[src/rtl/tkpp_pkg.sv]
package tkpp_pkg;

  // configuration port
  localparam int CFG_IDX_W = 2;
  localparam int THR_W     = 18;
  localparam int MP_W      = 5;
  localparam int COUNT_W   = 5;

  localparam logic [CFG_IDX_W-1:0] CFG_THRESHOLD = 2'd0;
  localparam logic [CFG_IDX_W-1:0] CFG_MAX_PEAKS = 2'd1;

  localparam logic [MP_W-1:0] MAX_PEAKS_RESET = 5'd16;

  // commands broadcast to every store cell
  typedef struct packed {
    logic shift;   // take the right neighbor's entry (drain)
    logic app;     // first empty cell takes the new peak
    logic rep;     // drop the scanned minimum, close the gap, append the new peak
  } cell_cmd_t;

endpackage

[src/rtl/tkpp_cell.sv]
module tkpp_cell #(
  parameter int SB  = 16,
  parameter int PW  = 12,
  parameter int IW  = 4,
  parameter int IDX = 0
) (
  input  logic                 clk,
  input  logic                 rst_n,
  input  tkpp_pkg::cell_cmd_t  cmd,
  input  logic [IW-1:0]        min_idx,
  input  logic signed [SB-1:0] new_h,
  input  logic [PW-1:0]        new_pos,
  input  logic                 prev_v,
  input  logic                 nxt_v,
  input  logic signed [SB-1:0] nxt_h,
  input  logic [PW-1:0]        nxt_pos,
  input  logic                 sc_go_in,
  input  logic signed [SB-1:0] sc_h_in,
  input  logic [IW-1:0]        sc_idx_in,
  output logic                 v,
  output logic signed [SB-1:0] h,
  output logic [PW-1:0]        pos,
  output logic                 sc_go_out,
  output logic signed [SB-1:0] sc_h_out,
  output logic [IW-1:0]        sc_idx_out
);

  localparam logic [IW-1:0] MY_IDX = IW'(IDX);

  logic                 v_r;
  logic signed [SB-1:0] h_r;
  logic [PW-1:0]        pos_r;
  logic                 sc_go_r;
  logic signed [SB-1:0] sc_h_r;
  logic [IW-1:0]        sc_idx_r;
  logic                 app_here;
  logic                 rep_here;
  logic                 take_own;

  assign app_here = cmd.app && !v_r && prev_v;
  assign rep_here = cmd.rep && v_r && (MY_IDX >= min_idx);
  // first cell seeds the running minimum; strict compare keeps the earliest
  assign take_own = v_r && ((IDX == 0) || (h_r < sc_h_in));

  always_ff @(posedge clk) begin
    if (!rst_n) begin
      v_r     <= 1'b0;
      sc_go_r <= 1'b0;
    end else begin
      sc_go_r <= sc_go_in;
      if (cmd.shift) begin
        v_r <= nxt_v;
      end else if (app_here) begin
        v_r <= 1'b1;
      end
    end
  end

  always_ff @(posedge clk) begin
    if (cmd.shift) begin
      h_r   <= nxt_h;
      pos_r <= nxt_pos;
    end else if (app_here) begin
      h_r   <= new_h;
      pos_r <= new_pos;
    end else if (rep_here) begin
      if (nxt_v) begin
        h_r   <= nxt_h;
        pos_r <= nxt_pos;
      end else begin
        h_r   <= new_h;
        pos_r <= new_pos;
      end
    end
    if (take_own) begin
      sc_h_r   <= h_r;
      sc_idx_r <= MY_IDX;
    end else begin
      sc_h_r   <= sc_h_in;
      sc_idx_r <= sc_idx_in;
    end
  end

  assign v          = v_r;
  assign h          = h_r;
  assign pos        = pos_r;
  assign sc_go_out  = sc_go_r;
  assign sc_h_out   = sc_h_r;
  assign sc_idx_out = sc_idx_r;

endmodule

[src/rtl/top_k_concave_peak_picker.sv]
// Peak picker for a stream of spectrum samples. Each sample slides a three-sample
// window; a second difference below concavity_threshold opens a peak, the centre with
// the smallest |y2-y0| is tracked, and a second difference above the threshold closes
// it. Closed peaks go into a row of MAX_PEAKS store cells that keep the tallest
// max_peaks of the frame in arrival order. A sample is taken every cycle, except that
// when a peak closes with the store full the input holds while the minimum search
// walks down the cell row and the store is updated. After the sample flagged
// end_of_frame the input holds until the frame's results are drained,
// one per cycle while out_ready is high: the kept peak positions in ascending order,
// or one result flagged none_found. Samples beyond MAX_FRAME are dropped and flag
// frame_overflow on every result of the frame. Configuration writes are always taken.
module top_k_concave_peak_picker #(
  parameter int MAX_PEAKS   = 16,
  parameter int MAX_FRAME   = 4096,
  parameter int SAMPLE_BITS = 16
) (
  input  logic                                 clk,
  input  logic                                 rst_n,
  input  logic                                 in_valid,
  output logic                                 in_ready,
  input  logic signed [SAMPLE_BITS-1:0]        in_sample,
  input  logic                                 in_end_of_frame,
  output logic                                 out_valid,
  input  logic                                 out_ready,
  output logic [$clog2(MAX_FRAME)-1:0]         out_peak_index,
  output logic [tkpp_pkg::COUNT_W-1:0]         out_peak_count,
  output logic                                 out_none_found,
  output logic                                 out_frame_overflow,
  output logic                                 out_last_result,
  input  logic                                 cfg_valid,
  output logic                                 cfg_ready,
  input  logic [tkpp_pkg::CFG_IDX_W-1:0]       cfg_index,
  input  logic [tkpp_pkg::THR_W-1:0]           cfg_data
);

  localparam int PW  = $clog2(MAX_FRAME);
  localparam int PCW = $clog2(MAX_FRAME + 1);
  localparam int CW  = $clog2(MAX_PEAKS + 1);
  localparam int IW  = (MAX_PEAKS > 1) ? $clog2(MAX_PEAKS) : 1;
  localparam int SLW = SAMPLE_BITS + 1;
  localparam int DW  = (SAMPLE_BITS + 3 > tkpp_pkg::THR_W) ? SAMPLE_BITS + 3
                                                            : tkpp_pkg::THR_W;
  localparam int LW  = (CW > tkpp_pkg::MP_W) ? CW : tkpp_pkg::MP_W;

  typedef enum logic [1:0] {S_RUN, S_SCAN, S_DRAIN} state_t;

  state_t state_r, state_nxt;

  logic signed [tkpp_pkg::THR_W-1:0] thr_r;
  logic [tkpp_pkg::MP_W-1:0]         mp_r;
  logic signed [SAMPLE_BITS-1:0]     w0_r, w1_r;
  logic [PCW-1:0]                    pos_r;
  logic                              on_peak_r;
  logic [SLW-1:0]                    best_slope_r;
  logic [PW-1:0]                     best_pos_r;
  logic signed [SAMPLE_BITS-1:0]     best_h_r;
  logic                              ovf_r;
  logic [CW-1:0]                     count_r;
  logic                              eof_pend_r;
  logic signed [SAMPLE_BITS-1:0]     pend_h_r;
  logic [PW-1:0]                     pend_pos_r;

  logic signed [DW-1:0]  y0_x, y1_x, y2_x, d, thr_x;
  logic signed [SLW-1:0] diff;
  logic [SLW-1:0]        slope;
  logic [PW-1:0]         centre;
  logic [LW-1:0]         mp_ext;
  logic [CW-1:0]         lim;
  logic                  full;
  logic                  in_acc, out_acc, in_range, judge_en;
  logic                  start_pk, close_pk, better;
  logic                  scan_start, scan_done, frame_end;

  tkpp_pkg::cell_cmd_t           cmd;
  logic signed [SAMPLE_BITS-1:0] new_h;
  logic [PW-1:0]                 new_pos;

  logic                          v_a      [MAX_PEAKS];
  logic signed [SAMPLE_BITS-1:0] h_a      [MAX_PEAKS];
  logic [PW-1:0]                 pos_a    [MAX_PEAKS];
  logic                          sc_go_a  [MAX_PEAKS];
  logic signed [SAMPLE_BITS-1:0] sc_h_a   [MAX_PEAKS];
  logic [IW-1:0]                 sc_idx_a [MAX_PEAKS];
  logic                          next0_v;

  // window judge
  assign y0_x  = DW'(w0_r);
  assign y1_x  = DW'(w1_r);
  assign y2_x  = DW'(in_sample);
  assign thr_x = DW'(thr_r);
  assign d     = y0_x + y2_x - (y1_x <<< 1);
  assign diff  = SLW'(in_sample) - SLW'(w0_r);
  assign slope = diff[SLW-1] ? SLW'(-diff) : SLW'(diff);
  assign centre = PW'(pos_r - PCW'(1));

  assign mp_ext = LW'(mp_r);
  assign lim = (mp_r == '0) ? CW'(1) :
               ((mp_ext > LW'(MAX_PEAKS)) ? CW'(MAX_PEAKS) : CW'(mp_r));
  assign full = (count_r >= lim);

  assign in_ready  = (state_r == S_RUN);
  assign cfg_ready = 1'b1;
  assign in_acc    = in_valid && in_ready;
  assign out_acc   = out_valid && out_ready;
  assign in_range  = (pos_r != PCW'(MAX_FRAME));
  assign judge_en  = in_acc && in_range && (pos_r >= PCW'(2));

  assign start_pk = judge_en && !on_peak_r && (d < thr_x);
  assign close_pk = judge_en && on_peak_r && (d > thr_x);
  assign better   = judge_en && on_peak_r && !close_pk && (slope < best_slope_r);

  assign scan_start = close_pk && full;
  assign scan_done  = (state_r == S_SCAN) && sc_go_a[MAX_PEAKS-1];
  assign frame_end  = out_acc && out_last_result;

  always_comb begin
    cmd.shift = out_acc;
    cmd.app   = close_pk && !full;
    cmd.rep   = scan_done && (pend_h_r >= sc_h_a[MAX_PEAKS-1]);
  end

  assign new_h   = (state_r == S_SCAN) ? pend_h_r : best_h_r;
  assign new_pos = (state_r == S_SCAN) ? pend_pos_r : best_pos_r;

  // store cell row
  for (genvar i = 0; i < MAX_PEAKS; i++) begin : g_cell
    logic                          prev_v;
    logic                          nxt_v;
    logic signed [SAMPLE_BITS-1:0] nxt_h;
    logic [PW-1:0]                 nxt_pos;
    logic                          sc_go_in;
    logic signed [SAMPLE_BITS-1:0] sc_h_in;
    logic [IW-1:0]                 sc_idx_in;

    if (i == 0) begin : g_first
      assign prev_v    = 1'b1;
      assign sc_go_in  = scan_start;
      assign sc_h_in   = '0;
      assign sc_idx_in = '0;
    end else begin : g_mid
      assign prev_v    = v_a[i-1];
      assign sc_go_in  = sc_go_a[i-1];
      assign sc_h_in   = sc_h_a[i-1];
      assign sc_idx_in = sc_idx_a[i-1];
    end

    if (i == MAX_PEAKS - 1) begin : g_last
      assign nxt_v   = 1'b0;
      assign nxt_h   = '0;
      assign nxt_pos = '0;
    end else begin : g_inner
      assign nxt_v   = v_a[i+1];
      assign nxt_h   = h_a[i+1];
      assign nxt_pos = pos_a[i+1];
    end

    tkpp_cell #(
      .SB (SAMPLE_BITS),
      .PW (PW),
      .IW (IW),
      .IDX(i)
    ) u_cell (
      .clk       (clk),
      .rst_n     (rst_n),
      .cmd       (cmd),
      .min_idx   (sc_idx_a[MAX_PEAKS-1]),
      .new_h     (new_h),
      .new_pos   (new_pos),
      .prev_v    (prev_v),
      .nxt_v     (nxt_v),
      .nxt_h     (nxt_h),
      .nxt_pos   (nxt_pos),
      .sc_go_in  (sc_go_in),
      .sc_h_in   (sc_h_in),
      .sc_idx_in (sc_idx_in),
      .v         (v_a[i]),
      .h         (h_a[i]),
      .pos       (pos_a[i]),
      .sc_go_out (sc_go_a[i]),
      .sc_h_out  (sc_h_a[i]),
      .sc_idx_out(sc_idx_a[i])
    );
  end

  if (MAX_PEAKS > 1) begin : g_next0
    assign next0_v = v_a[1];
  end else begin : g_no_next0
    assign next0_v = 1'b0;
  end

  always_comb begin
    state_nxt = state_r;
    case (state_r)
      S_RUN: begin
        if (in_acc) begin
          if (scan_start) begin
            state_nxt = S_SCAN;
          end else if (in_end_of_frame) begin
            state_nxt = S_DRAIN;
          end
        end
      end
      S_SCAN: begin
        if (scan_done) begin
          state_nxt = eof_pend_r ? S_DRAIN : S_RUN;
        end
      end
      S_DRAIN: begin
        if (frame_end) begin
          state_nxt = S_RUN;
        end
      end
      default: state_nxt = S_RUN;
    endcase
  end

  always_ff @(posedge clk) begin
    if (!rst_n) begin
      state_r      <= S_RUN;
      thr_r        <= '0;
      mp_r         <= tkpp_pkg::MAX_PEAKS_RESET;
      pos_r        <= '0;
      on_peak_r    <= 1'b0;
      best_slope_r <= '1;
      best_pos_r   <= '0;
      best_h_r     <= '0;
      ovf_r        <= 1'b0;
      count_r      <= '0;
      eof_pend_r   <= 1'b0;
    end else begin
      state_r <= state_nxt;

      if (cfg_valid && cfg_ready) begin
        case (cfg_index)
          tkpp_pkg::CFG_THRESHOLD: thr_r <= cfg_data;
          tkpp_pkg::CFG_MAX_PEAKS: mp_r  <= cfg_data[tkpp_pkg::MP_W-1:0];
          default: ;
        endcase
      end

      if (in_acc) begin
        eof_pend_r <= in_end_of_frame;
        if (!in_range) begin
          ovf_r <= 1'b1;
        end else begin
          pos_r <= pos_r + PCW'(1);
        end
      end

      if (start_pk || better) begin
        on_peak_r    <= 1'b1;
        best_slope_r <= slope;
        best_pos_r   <= centre;
        best_h_r     <= w1_r;
      end else if (close_pk) begin
        on_peak_r    <= 1'b0;
        best_slope_r <= '1;
      end

      if (cmd.app) begin
        count_r <= count_r + CW'(1);
      end

      // frame done: return frame state to reset
      if (frame_end) begin
        pos_r        <= '0;
        on_peak_r    <= 1'b0;
        best_slope_r <= '1;
        best_pos_r   <= '0;
        best_h_r     <= '0;
        ovf_r        <= 1'b0;
        count_r      <= '0;
      end
    end
  end

  always_ff @(posedge clk) begin
    if (in_acc && in_range) begin
      w0_r <= w1_r;
      w1_r <= in_sample;
    end
    if (close_pk) begin
      pend_h_r   <= best_h_r;
      pend_pos_r <= best_pos_r;
    end
  end

  assign out_valid          = (state_r == S_DRAIN);
  assign out_peak_index     = v_a[0] ? pos_a[0] : '0;
  assign out_peak_count     = tkpp_pkg::COUNT_W'(count_r);
  assign out_none_found     = (count_r == '0);
  assign out_frame_overflow = ovf_r;
  assign out_last_result    = (count_r == '0) || !next0_v;

endmodule

[config.mk]
export PLATFORM = sky130hd
export DESIGN_NAME = top_k_concave_peak_picker
export DESIGN_NICKNAME = d
export VERILOG_FILES = /design/src/rtl/tkpp_pkg.sv /design/src/rtl/tkpp_cell.sv /design/src/rtl/top_k_concave_peak_picker.sv
export SDC_FILE = /design/constraint.sdc
export NUM_CORES = 2
export LEC_CHECK = 0
export BUFFER_PORTS_ARGS = -buffer_cell sky130_fd_sc_hd__buf_2
export CAP_MARGIN = 25
export CORE_MARGIN = 1.5
export CORE_UTILIZATION = 40
export DETAILED_ROUTE_END_ITERATION = 8
export GPL_TIMING_DRIVEN = 0
export HOLD_SLACK_MARGIN = 0.15
export SLEW_MARGIN = 20
export SYNTH_ARGS = -nofsm -noshare
export SYNTH_HDL_FRONTEND = slang
export SYNTH_SLANG_ARGS = --single-unit
export TNS_END_PERCENT = 10
[constraint.sdc]
create_clock -name clk -period 22.9 [get_ports clk]
set_clock_uncertainty 0.1 [all_clocks]
set_input_delay 5.725 -clock clk [delete_from_list [all_inputs] [get_ports clk]]
set_output_delay 5.725 -clock clk [all_outputs]
set_load 0.01 [all_outputs]
==> flow_metrics.tcl <==
set metrics [dict create \
    status "complete, no violations" \
    synth_area_leaders "edfxtp_1 (32%), dfxtp_1 (21%), ha_1 (9.0%)" \
    die_w_um 336.4 \
    period_share 0.5235 \
    setup_tns_ps 0 \
    cp-end-kind "register" \
    synth_top_cell_area_share 0.3241 \
    setup_violations 0 \
    ir_drop_v 0.00005923 \
    synth_compound_area_frac 0.1175 \
    grt_setup_unrepaired "no" \
    cp_max_fo 10 \
    ant_nets 0 \
    first_pass_iters 8 \
    cellPowerDensity_nw_per_um2 83.60 \
    holdWs_ps 276.3 \
    synth_area_per_cell_um2 10.69 \
    synth_top_family_by_area "compound AO/OA/AOI/OAI gates" \
    synthSimpleGateAreaFrac 0.1110 \
    grt_antenna_before_repair 4 \
    fmax_mhz 83.42 \
    clkLatencyLatePin_ps 700 \
    cts_inserted_buffers 102 \
    cp.arrival_ps 12240 \
    cellLeakagePower_nw 20.33 \
    layout-drive-gt1-share 0.1554 \
    clk_pin_slew_ps 60 \
    initial_core_util 0.4024 \
    netlist_instances 4162 \
    place_area_um2 47450 \
    grtUsageTotal 0.2168 \
    ys.flop_type "edfxtp_1" \
    met1_usage 0.2879 \
    drt-initial-drc-count 2568 \
    die_area_um2 113200 \
    synth-xor-area-share 0.01317 \
    synth_edf_count 480 \
    drt_wl_total_um 123000 \
    core_area_um2 110500 \
    relSlewSlack 0.2412 \
    synthAdderAreaFrac 0.09768 \
    avgViaCountPerCell 5.221 \
    grtUsageMet3 0.05159 \
    final_cell_area_um2 50890 \
    wl_per_cell_um 20.70 \
    ys_types 89 \
    detailed_place_hpwl_um 92580 \
    async_flop_share 0 \
    period_needed_ps 11990 \
    post_cts_buffers 0 \
    root_buffer "clkbuf_16" \
    synth.most_common_cell "nor2_1" \
    syn_area_um2 44470 \
    cts_num_sinks 936 \
    grt_pass1_wl_um 185600 \
    rows 122 \
    gp_congestion 0.8479 \
    yosysSeqAreaShare 0.5294 \
    synth_warnings 0 \
    htree_levels 3 \
    worstPathRequired_ps 23150 \
    synthMuxAreaShare 0.07520 \
    final.fill_count 10401 \
    grt_max_degree 32 \
    synthTopCellsByCount "nor2_1 (511), a21oi_1 (509), edfxtp_1 (480), dfxtp_1 (456), inv_1 (375)" \
    syn-num-nets 4541 \
    io_buffers 63 \
    worst_setup_path_start_kind "input port" \
    grt_pass1_vias 30137 \
    drv_cap 0 \
    worst_pin_slew_ps 1138 \
    area_growth_syn_to_layout_pct 14.43 \
    ys_ff_latch 936 \
    place_ws_ps 10310 \
    synth_top_area_cell "edfxtp_1" \
    drv_slew 0 \
    path_class "in -> reg" \
    drc 0 \
    clk_path_buf_depth 3 \
    cts_tree "built" \
    cts-resized-gates 0 \
    power_w 0.004254 \
    ioPinCount 65 \
    grt.busiest_layer "met2" \
    vias 31010 \
    setup_ws_ps 10910 \
    antenna_cells 0 \
    nNetsFinal 4743 \
    worstHoldPathType "reg -> reg" \
    grt_use_met2 0.3531 \
    grt.overflow.total 0 \
    hold_violations 0 \
    die-height_um 336.4 \
    hold_buffers 0 \
]
-- layout make-up --
type	count	area, um^2	area share
Tap cell	1488	1862	0.03659
Clock inverter	46	525.5	0.01033
Buffer	210	1094	0.02149
Sequential cell	936	23540	0.4626
Inverter	375	1408	0.02766
Clock buffer	146	2912	0.05721
Multi-Input combinational cell	2641	18740	0.3682
Timing Repair Buffer	98	808.3	0.01588
-- sequential cells by signal (all words and copies together), names as in the netlist, 2 cells and up --
signal                    count
best_slope_r                 17
pend_pos_r                   12
pos_r                        13
g_cell.u_cell.sc_idx_out     49
g_cell.u_cell.sc_h_out      256
mp_ext                        5
thr_r                        18
best_h_r                     16
g_cell.u_cell.h             256
g_cell.u_cell.pos           192
best_pos_r                   12
w1_r                         16
out_peak_count                5
g_cell.u_cell.v              16
pend_h_r                     16
state_r                       2
g_cell.u_cell.sc_go_out      16
w0_r                         16
-- per-stage QoR --
stage / utilization / std cells
final: 0.4605 / 5940
after global placement: 0.4221 / 5713
after floorplan: - / 4162
after CTS: 0.4604 / 5939
after detailed placement: 0.4293 / 5747
after global routing: 0.4605 / 5940
-- path summary, 6_finish.rpt --
kind | from | to | slack [ps] | cells after the start
setup / recovery | in_sample[2] | g_cell[14].u_cell.h[8] | 10910 | 26
hold / removal | g_cell[14].u_cell.sc_idx_out[2] | g_cell[15].u_cell.sc_idx_out[2] | 280 | 1
setup reg to reg | w1_r[1] | g_cell[14].u_cell.h[8] | 15680 | 24
hold reg to reg | g_cell[14].u_cell.sc_idx_out[2] | g_cell[15].u_cell.sc_idx_out[2] | 280 | 1
-- cells in the final DEF (no fill, tap or decap), types with 41 or more instances in the layout --
cell         n
inv_1      374
xnor2_1     46
a21oi_1    509
o21ai_0    119
nand2_1    137
nand2b_1    41
ha_1       320
edfxtp_1   480
buf_2      129
nand3_1     48
a21o_1      92
mux2_2     240
and2_1      88
nor2_1     511
clkbuf_1   109
nor2b_1     51
clkbuf_16  105
dfxtp_1    456
-- layer usage --
layer	wire length, um	share of wire
met1	53800	0.44
met2	56730	0.46
met3	9155	0.074
met4	3204	0.026
met5	57	0.00046
-- where the power goes --
part           switching, W  internal, W
Clock              0.000704     0.000979
Combinational      0.000362     0.000262
Sequential        0.0000649      0.00188
-- logic make-up after synthesis --
| family | count (synthesis) |
|---|---|
| mux | 302 |
| buf+inv | 585 |
| flops | 936 |
| fa+ha+maj | 337 |
| xor+xnor | 66 |
| compound gates | 889 |
| simple gates | 1046 |
| other cells | 1 |
-- critical path: stages --
cell and delay, ps:
buf_2 110, inv_1 60, fa_1 540, inv_1 40
ha_1 330, a2111oi_0 660, o41a_1 290, a2bb2oi_1 210
a21boi_0 160, nand2b_1 90, and3_1 200, a21oi_1 90
xnor2_1 190, ha_1 290, and4_1 210, and3_1 190
and4_4 220, nor3b_2 420, o211ai_4 280, or2_1 310
buf_4 200, or3_1 310, o211ai_1 400, buf_4 300
buf_4 190, buf_4 200
Power figures use the tool's default switching activity.
